[src/pcc_pkg.sv]
// ============================================================================
// pcc_pkg
// Shared constants and codes for the page cache with clock replacement.
// ============================================================================
package pcc_pkg;

   localparam int ENTRIES   = 16;
   localparam int PAGE_BITS = 20;
   localparam int SLOT_BITS = 4;
   localparam int CNT_BITS  = 5;

   // request operations
   localparam logic [1:0] OP_READ  = 2'd0;
   localparam logic [1:0] OP_WRITE = 2'd1;
   localparam logic [1:0] OP_FLUSH = 2'd2;
   localparam logic [1:0] OP_CLEAR = 2'd3;

   // result kinds
   localparam logic [1:0] KIND_ACCESS    = 2'd0;
   localparam logic [1:0] KIND_WRITEBACK = 2'd1;
   localparam logic [1:0] KIND_BYPASS    = 2'd2;
   localparam logic [1:0] KIND_DONE      = 2'd3;

   // register indexes
   localparam logic REG_ENTRIES = 1'b0;
   localparam logic REG_MODE    = 1'b1;

   // replacement modes
   localparam logic MODE_CLOCK   = 1'b0;
   localparam logic MODE_CLOCK_M = 1'b1;

endpackage

[src/pcc_tag_ram.sv]
// ============================================================================
// pcc_tag_ram
// Simple dual-port tag memory: one write port, one registered read port.
// ============================================================================
module pcc_tag_ram #(
   parameter int DEPTH = 16,
   parameter int WIDTH = 20
) (
   input  logic                     clock,
   input  logic                     wr_en,
   input  logic [$clog2(DEPTH)-1:0] wr_addr,
   input  logic [WIDTH-1:0]         wr_data,
   input  logic [$clog2(DEPTH)-1:0] rd_addr,
   output logic [WIDTH-1:0]         rd_data
);

   logic [WIDTH-1:0] mem [DEPTH];

   always_ff @(posedge clock) begin
      if (wr_en) begin
         mem[wr_addr] <= wr_data;
      end
      rd_data <= mem[rd_addr];
   end

endmodule

[src/page_cache_clock_replacement_top.sv]
// ============================================================================
// page_cache_clock_replacement_top
// Fully associative page directory with CLOCK / CLOCK-M victim selection.
// ============================================================================
//
// Usage: a request is taken when start is high and busy is low. Every result
// shows for one cycle with rsp_valid high and cannot be held off; the last
// result of a request has rsp_last set. Tags live in a 16-entry memory with
// a registered read, so the lookup walks the filled slots one per cycle. When
// the directory is full the clock hand then sweeps one slot per cycle, but a
// CLOCK-M write-back of a slot whose use bit is clear holds the hand on it.
// Flush walks the filled slots as the lookup does; clear and bypass give a
// single result. Config writes are taken any time but must only be issued
// while the block is idle.
//
module page_cache_clock_replacement_top
   import pcc_pkg::*;
(
   input  logic                  clock,
   input  logic                  reset,
   // request channel
   input  logic                  start,
   output logic                  busy,
   input  logic [1:0]            req_operation,
   input  logic [PAGE_BITS-1:0]  req_page,
   // result channel
   output logic                  rsp_valid,
   output logic [1:0]            rsp_kind,
   output logic                  rsp_hit,
   output logic [SLOT_BITS-1:0]  rsp_slot,
   output logic [PAGE_BITS-1:0]  rsp_result_page,
   output logic                  rsp_last,
   // configuration channel
   input  logic                  csr_valid,
   output logic                  csr_ready,
   input  logic                  csr_index,
   input  logic [CNT_BITS-1:0]   csr_data
);

   typedef enum logic [2:0] {
      ST_IDLE,
      ST_LOOKUP,
      ST_SWEEP_RD,
      ST_SWEEP,
      ST_FLUSH
   } state_type;

   // ---------------------------------------------------------------------
   // configuration registers
   // ---------------------------------------------------------------------
   logic [CNT_BITS-1:0] entries_ff;
   logic                mode_ff;

   assign csr_ready = 1'b1;

   always_ff @(posedge clock) begin
      if (reset) begin
         entries_ff <= CNT_BITS'(16);
         mode_ff    <= MODE_CLOCK;
      end else if (csr_valid && csr_ready) begin
         unique case (csr_index)
            REG_ENTRIES: entries_ff <= csr_data;
            REG_MODE:    mode_ff    <= csr_data[0];
            default:     ;
         endcase
      end
   end

   // ---------------------------------------------------------------------
   // state
   // ---------------------------------------------------------------------
   state_type             state_ff, state_in;
   logic [ENTRIES-1:0]    use_ff, use_in;
   logic [ENTRIES-1:0]    dirty_ff, dirty_in;
   logic [SLOT_BITS-1:0]  hand_ff, hand_in;
   logic [CNT_BITS-1:0]   fill_ff, fill_in;
   logic [CNT_BITS-1:0]   idx_ff, idx_in;      // slot under evaluation
   logic                  write_ff, write_in;  // request is a write
   logic [PAGE_BITS-1:0]  page_ff, page_in;

   logic                  rsp_valid_ff, rsp_valid_in;
   logic [1:0]            rsp_kind_ff, rsp_kind_in;
   logic                  rsp_hit_ff, rsp_hit_in;
   logic [SLOT_BITS-1:0]  rsp_slot_ff, rsp_slot_in;
   logic [PAGE_BITS-1:0]  rsp_page_ff, rsp_page_in;
   logic                  rsp_last_ff, rsp_last_in;

   // tag memory port
   logic                  ram_we;
   logic [SLOT_BITS-1:0]  ram_waddr;
   logic [SLOT_BITS-1:0]  ram_raddr;
   logic [PAGE_BITS-1:0]  tag_q;

   pcc_tag_ram #(
      .DEPTH (ENTRIES),
      .WIDTH (PAGE_BITS)
   ) u_tag_ram (
      .clock   (clock),
      .wr_en   (ram_we),
      .wr_addr (ram_waddr),
      .wr_data (page_ff),
      .rd_addr (ram_raddr),
      .rd_data (tag_q)
   );

   // effective capacity and number of filled slots
   logic [CNT_BITS-1:0]  cap;
   logic [CNT_BITS-1:0]  nfill;
   logic [SLOT_BITS-1:0] idx_slot;
   logic [SLOT_BITS-1:0] hand_next;
   logic [CNT_BITS-1:0]  hand_inc;

   assign cap      = (entries_ff > CNT_BITS'(ENTRIES)) ? CNT_BITS'(ENTRIES) : entries_ff;
   assign nfill    = (fill_ff < cap) ? fill_ff : cap;
   assign idx_slot = idx_ff[SLOT_BITS-1:0];
   assign hand_inc = {1'b0, hand_ff} + CNT_BITS'(1);
   assign hand_next = (hand_inc >= cap) ? '0 : hand_inc[SLOT_BITS-1:0];

   assign busy = (state_ff != ST_IDLE);

   // ---------------------------------------------------------------------
   // next-state logic
   // ---------------------------------------------------------------------
   always_comb begin
      state_in     = state_ff;
      use_in       = use_ff;
      dirty_in     = dirty_ff;
      hand_in      = hand_ff;
      fill_in      = fill_ff;
      idx_in       = idx_ff;
      write_in     = write_ff;
      page_in      = page_ff;
      rsp_valid_in = 1'b0;
      rsp_kind_in  = KIND_DONE;
      rsp_hit_in   = 1'b0;
      rsp_slot_in  = '0;
      rsp_page_in  = '0;
      rsp_last_in  = 1'b0;
      ram_we       = 1'b0;
      ram_waddr    = idx_slot;
      ram_raddr    = '0;

      unique case (state_ff)
         ST_IDLE: begin
            ram_raddr = '0;  // slot 0 ready on entry to a scan
            if (start) begin
               write_in = (req_operation == OP_WRITE);
               page_in  = req_page;
               idx_in   = '0;
               case (req_operation)
                  OP_CLEAR: begin
                     if (cap != '0) begin
                        use_in   = '0;
                        dirty_in = '0;
                        hand_in  = '0;
                        fill_in  = '0;
                     end
                     rsp_valid_in = 1'b1;
                     rsp_last_in  = 1'b1;
                  end
                  OP_FLUSH: begin
                     state_in = ST_FLUSH;
                  end
                  default: begin
                     if (cap == '0) begin
                        rsp_valid_in = 1'b1;
                        rsp_kind_in  = KIND_BYPASS;
                        rsp_page_in  = req_page;
                        rsp_last_in  = 1'b1;
                     end else begin
                        state_in = ST_LOOKUP;
                     end
                  end
               endcase
            end
         end

         ST_LOOKUP: begin
            ram_raddr = idx_slot + SLOT_BITS'(1);
            if (idx_ff == nfill) begin
               // miss
               if (fill_ff < cap) begin
                  ram_we              = 1'b1;
                  ram_waddr           = fill_ff[SLOT_BITS-1:0];
                  use_in[ram_waddr]   = 1'b1;
                  dirty_in[ram_waddr] = write_ff;
                  fill_in             = fill_ff + CNT_BITS'(1);
                  rsp_valid_in        = 1'b1;
                  rsp_kind_in         = KIND_ACCESS;
                  rsp_slot_in         = fill_ff[SLOT_BITS-1:0];
                  rsp_page_in         = page_ff;
                  rsp_last_in         = 1'b1;
                  state_in            = ST_IDLE;
               end else begin
                  // hand beyond capacity restarts at slot 0
                  hand_in  = ({1'b0, hand_ff} < cap) ? hand_ff : '0;
                  state_in = ST_SWEEP_RD;
               end
            end else if (tag_q == page_ff) begin
               use_in[idx_slot] = 1'b1;
               if (write_ff) begin
                  dirty_in[idx_slot] = 1'b1;
               end
               rsp_valid_in = 1'b1;
               rsp_kind_in  = KIND_ACCESS;
               rsp_hit_in   = 1'b1;
               rsp_slot_in  = idx_slot;
               rsp_page_in  = page_ff;
               rsp_last_in  = 1'b1;
               state_in     = ST_IDLE;
            end else begin
               idx_in = idx_ff + CNT_BITS'(1);
            end
         end

         ST_SWEEP_RD: begin
            ram_raddr = hand_ff;
            state_in  = ST_SWEEP;
         end

         ST_SWEEP: begin
            // tag_q holds the tag of the slot under the hand
            ram_raddr = hand_next;
            if (mode_ff == MODE_CLOCK_M && dirty_ff[hand_ff]) begin
               // write back the old page; if use is clear, evict next cycle
               dirty_in[hand_ff] = 1'b0;
               rsp_valid_in      = 1'b1;
               rsp_kind_in       = KIND_WRITEBACK;
               rsp_slot_in       = hand_ff;
               rsp_page_in       = tag_q;
               if (use_ff[hand_ff]) begin
                  use_in[hand_ff] = 1'b0;
                  hand_in         = hand_next;
               end else begin
                  ram_raddr = hand_ff;
               end
            end else if (use_ff[hand_ff]) begin
               use_in[hand_ff] = 1'b0;
               hand_in         = hand_next;
            end else begin
               ram_we            = 1'b1;
               ram_waddr         = hand_ff;
               use_in[hand_ff]   = 1'b1;
               dirty_in[hand_ff] = write_ff;
               hand_in           = hand_next;
               rsp_valid_in      = 1'b1;
               rsp_kind_in       = KIND_ACCESS;
               rsp_slot_in       = hand_ff;
               rsp_page_in       = page_ff;
               rsp_last_in       = 1'b1;
               state_in          = ST_IDLE;
            end
         end

         ST_FLUSH: begin
            ram_raddr = idx_slot + SLOT_BITS'(1);
            if (idx_ff == nfill) begin
               rsp_valid_in = 1'b1;
               rsp_last_in  = 1'b1;
               state_in     = ST_IDLE;
            end else begin
               if (dirty_ff[idx_slot]) begin
                  rsp_valid_in = 1'b1;
                  rsp_kind_in  = KIND_WRITEBACK;
                  rsp_slot_in  = idx_slot;
                  rsp_page_in  = tag_q;
               end
               idx_in = idx_ff + CNT_BITS'(1);
            end
         end

         default: state_in = ST_IDLE;
      endcase
   end

   always_ff @(posedge clock) begin
      if (reset) begin
         state_ff     <= ST_IDLE;
         use_ff       <= '0;
         dirty_ff     <= '0;
         hand_ff      <= '0;
         fill_ff      <= '0;
         rsp_valid_ff <= 1'b0;
      end else begin
         state_ff     <= state_in;
         use_ff       <= use_in;
         dirty_ff     <= dirty_in;
         hand_ff      <= hand_in;
         fill_ff      <= fill_in;
         rsp_valid_ff <= rsp_valid_in;
      end
      idx_ff      <= idx_in;
      write_ff    <= write_in;
      page_ff     <= page_in;
      rsp_kind_ff <= rsp_kind_in;
      rsp_hit_ff  <= rsp_hit_in;
      rsp_slot_ff <= rsp_slot_in;
      rsp_page_ff <= rsp_page_in;
      rsp_last_ff <= rsp_last_in;
   end

   assign rsp_valid       = rsp_valid_ff;
   assign rsp_kind        = rsp_kind_ff;
   assign rsp_hit         = rsp_hit_ff;
   assign rsp_slot        = rsp_slot_ff;
   assign rsp_result_page = rsp_page_ff;
   assign rsp_last        = rsp_last_ff;

   // ---------------------------------------------------------------------
   // assertions
   // ---------------------------------------------------------------------
   a_fill_bound: assert property (@(posedge clock) disable iff (reset)
      fill_ff <= CNT_BITS'(ENTRIES))
      else $error("fill count above directory size");

   a_sweep_full: assert property (@(posedge clock) disable iff (reset)
      (state_ff == ST_SWEEP) |-> (fill_ff >= cap && {1'b0, hand_ff} < cap))
      else $error("victim sweep on a directory that is not full");

   a_wb_not_last: assert property (@(posedge clock) disable iff (reset)
      (rsp_valid && rsp_kind == KIND_WRITEBACK) |-> !rsp_last)
      else $error("write-back marked as final result");

   a_busy_after_start: assert property (@(posedge clock) disable iff (reset)
      (start && !busy && req_operation != OP_CLEAR &&
       !(cap == '0 && (req_operation == OP_READ || req_operation == OP_WRITE)))
      |=> busy)
      else $error("multi-cycle request did not raise busy");

endmodule
[config.mk]
export PLATFORM = sky130hd
export DESIGN_NAME = page_cache_clock_replacement_top
export DESIGN_NICKNAME = d
export VERILOG_FILES = /design/src/pcc_pkg.sv /design/src/pcc_tag_ram.sv /design/src/page_cache_clock_replacement_top.sv
export SDC_FILE = /design/constraint.sdc
export NUM_CORES = 1
export LEC_CHECK = 0
export ABC_AREA = 1
export BUFFER_PORTS_ARGS = -buffer_cell sky130_fd_sc_hd__buf_2
export CORE_MARGIN = 8
export CORE_UTILIZATION = 58
export CTS_CLUSTER_DIAMETER = 80
export DETAILED_ROUTE_END_ITERATION = 10
export PLACE_DENSITY = 0.75
export SYNTH_ARGS = -nofsm -noshare
export SYNTH_HDL_FRONTEND = slang
export SYNTH_SLANG_ARGS = --single-unit
export TNS_END_PERCENT = 100
[constraint.sdc]
create_clock -name clock -period 8.6 [get_ports clock]
set_clock_uncertainty 0.1 [all_clocks]
set_input_delay 0.43 -clock clock [delete_from_list [all_inputs] [get_ports clock]]
set_output_delay 0.43 -clock clock [all_outputs]
set_load 0.01 [all_outputs]
==> run_results.csv <==
group,metric,value,unit
status,status,"finished clean",
placement,hpwl,38.0,mm
power_and_ir_drop,ir_drop,0.250,mV
worst_hold_path,holdCritPathClass,"primary input to flip-flop",
synthesis,yosys-top-cells-count,"nand2_1 (554), nand3_1 (443), inv_1 (361)",
sta,setup_viol,0,
routing,vias_per_cell,5.89,
floorplan,rows,71,
cts,cts-root-buf,"clkbuf_16",
layout,syn_to_final_growth,10.0,%
sta,fin_setup_tns,0,ns
synthesis,yosysSeqAreaShare,55.5,%
synthesis,synth_cell_types,47,
routing,num_vias,18300,
power_and_ir_drop,p_sw_share,40.0,%
cts,cts_tree,"done",
power_and_ir_drop,combPwrFrac,35.0,%
global_routing,grt_pass1_vias,17300,
synthesis,yosys_warnings,0,
layout,fin_area,24500,um^2
global_routing,grtUsageTotal,28.3,%
sta,worst_pin_slew,1.22,ns
synthesis,synth_top_area_share,46.6,%
layout,layout.nets,2609,
placement,portBuffers,61,
synthesis,avgSynthCellArea,8.85,um^2
power_and_ir_drop,pwr-share-seq,38.2,%
routing,drc,0,
sta,layout_min_cycle_time,5.96,ns
global_routing,antenna_found_initial,1,
global_routing,met1_usage,39.3,%
layout,antenna_cells,0,
power_and_ir_drop,leakage,10.0,nW
floorplan,die_h,212,um
routing,dr.pass1.iters,6,
layout,layout-drive-gt1-share,8.38,%
cts,numCtsBuffers,46,
placement,placedInstanceArea,22700,um^2
critical_path,path_max_fanout,83,
global_routing,busiest_layer,"met2",
floorplan,start_util,59.0,%
cts,clk_transition_reported_paths,0.06,ns
synthesis,synth-edff-count,346,
critical_path,critPathLaunchType,"flip-flop",
cts,clk_latency,0.59,ns
floorplan,die_w,212,um
sta,period_share,69.3,%
placement,globalplace.congestion,0.955,
cts,cts.sinks,445,
power_and_ir_drop,p_per_area,305,nW/um^2
floorplan,core,37800,um^2
sta,rsz0062_at_grt,"no",
global_routing,grt_overflow,0,
synthesis,synth_ff_type,"edfxtp_1",
synthesis,syn_area,22300,um^2
synthesis,yosysMostFrequentCell,"nand2_1",
global_routing,grt_max_degree,96,
synthesis,synth_area_leader_cell,"edfxtp_1",
synthesis,ys_top_cells_by_area,"edfxtp_1 (47%), nand3_1 (10%), nand2_1 (9.3%)",
critical_path,critPathArrivalTime,6.32,ns
cts,clockBufferDepth,3,
synthesis,synthesis.nets,2573,
flow_run,drv_cap,0,
cts,htreeDepth,2,
sta,slew_violations,0,
routing,ant_nets,0,
routing,drt_iter0_markers,2249,
sta,layout_setup_ws,2.64,ns
floorplan,die_area,44900,um^2
synthesis,syn_inst,2516,
placement,pre_cts_ws,2.86,ns
synthesis,ys_ff_latch,445,
floorplan,ios,63,
power_and_ir_drop,power,7.47,mW
critical_path,endpoint_kind,"flip-flop",
layout,num-fill-cells,3010,
global_routing,use_met3,5.85,%
synthesis,async_flop_share,0,%
power_and_ir_drop,p_clk_share,26.8,%
global_routing,grt_pass1_wl,98.6,mm
layout,post-route-util,64.9,%
routing,wl,64.0,mm
critical_path,crit_type,"flip-flop to flip-flop",
power_and_ir_drop,netSwitchingPower,2.99,mW
global_routing,grt_use_met2,43.4,%
sta,hold_violations,0,
sta,fmax,0.168,GHz
routing,wl_per_cell,20.7,um
critical_path,worstPathRequired,8.96,ns
sta,slew_headroom,18.1,%
power_and_ir_drop,internal-power,4.48,mW
## per-layer routing
layer	vias up	part of all wire (%)
li1	8415	-
met1	8552	40
met2	1154	45
met3	148	12
met5	-	0.020
met4	2	3.0
## area by class of cell
cell class	instances	area [um^2]	share of cell area (%)
Clock buffer	56	1220	4.98
Clock inverter	30	288	1.17
Inverter	368	1380	5.64
Multi-Input combinational cell	1575	7830	31.9
Sequential cell	445	12400	50.5
Tap cell	511	639	2.61
Timing Repair Buffer	116	781	3.19
## cells in the final DEF (no fill, tap or decap), types with 4 or more instances in the layout
cell type / synthesis / routed
a21oi_1: 92 / 92
dfxtp_1: 99 / 99
nand4_1: 9 / 9
nand3_1: 443 / 443
ha_1: 25 / 25
o21ai_0: 114 / 114
nor3_1: 9 / 9
xnor2_1: 10 / 10
o211ai_1: 11 / 11
nand2_1: 554 / 554
dlygate4sd3_1: 0 / 25
buf_2: 37 / 61
clkbuf_16: 0 / 47
clkinv_1: 1 / 13
clkbuf_1: 44 / 8
or2_2: 5 / 5
o21ai_1: 5 / 5
o2111ai_1: 4 / 4
clkinv_2: 0 / 9
nand3b_1: 122 / 122
nand2_2: 15 / 15
xor2_1: 5 / 5
edfxtp_1: 346 / 346
inv_2: 6 / 6
nor2_2: 5 / 23
bufinv_16: 0 / 5
nor2_1: 125 / 105
o21a_1: 4 / 4
inv_1: 361 / 361
buf_4: 13 / 30
## power groups by stage
| stage | clock network (mW) | logic, mW | registers [mW] |
|---|---|---|---|
| 2_1_floorplan | 0 | 1.95 | 2.75 |
| 3_3_place_gp | 0 | 2.48 | 2.87 |
| 3_5_place_dp | 0 | 2.53 | 2.87 |
| 4_1_cts | 2.01 | 2.56 | 2.83 |
| 5_1_grt | 2.09 | 2.85 | 2.86 |
| 6_report | 2.00 | 2.61 | 2.85 |
## critical path, cell delays in order, from the launching register on
cell     delay [ns]
dfxtp_1        0.67
buf_4          0.35
ha_1           0.22
inv_1          0.11
nor2_1         0.19
ha_1           0.29
a21oi_1        0.15
o21a_1         0.15
nand4_1        0.10
nand2_1        0.10
nand2_1        0.06
nand2_2        0.08
nand3_4        0.66
nand2_4        1.04
buf_4          0.80
nand2_1        0.12
nand3_1        0.13
nand3_1        0.11
nand3_1        0.10
nand2_1        0.07
## flip-flops by register name, summed over array words and instances, names as in the netlist, 3 cells and up
name,cells
u_tag_ram.mem,320
page_ff,20
rsp_result_page,20
u_tag_ram.rd_data,20
dirty_ff,16
use_ff,16
entries_ff,5
fill_ff,5
idx_ff,5
hand_ff,4
rsp_slot,4
state_ff,3
## cell families (layout without fill, tap and decap cells)
| group | after synthesis | count (layout) | synth area share (%) |
|---|---|---|---|
| buf+inv | 496 | 570 | 9.69 |
| flops | 445 | 445 | 55.5 |
| xor+xnor | 15 | 15 | 0.590 |
| other cells | 1 | 1 | 0.0168 |
| simple gates | 1295 | 1295 | 27.0 |
| fa+ha+maj | 25 | 25 | 1.40 |
| compound gates | 239 | 239 | 5.71 |
## per-stage QoR
step / hold WS, ns / instances
3_3_place_gp: 0.349 / 2990
2_1_floorplan: 0.340 / 2516
4_1_cts: 0.0182 / 3101
6_report: 0.0415 / 3101
5_1_grt: 0.0663 / 3101
3_5_place_dp: 0.363 / 2990
## timing repair
item,in CTS,in global routing
buffers inserted,0,0
hold buffers,25,0
hold endpoints to repair,38,0
gates resized for setup,0,0
## path summary, 6_finish.rpt
path	startpoint	slack, ns	to	depth (start not counted)
setup / recovery	hand_ff[0]	2.64	u_tag_ram.rd_data[17]	19
hold reg to reg	dirty_ff[12]	0.37	dirty_ff[12]	2
hold / removal	csr_index	0.04	mode_ff	3
setup reg to reg	hand_ff[0]	2.64	u_tag_ram.rd_data[17]	19
Power figures use the tool's default switching activity.
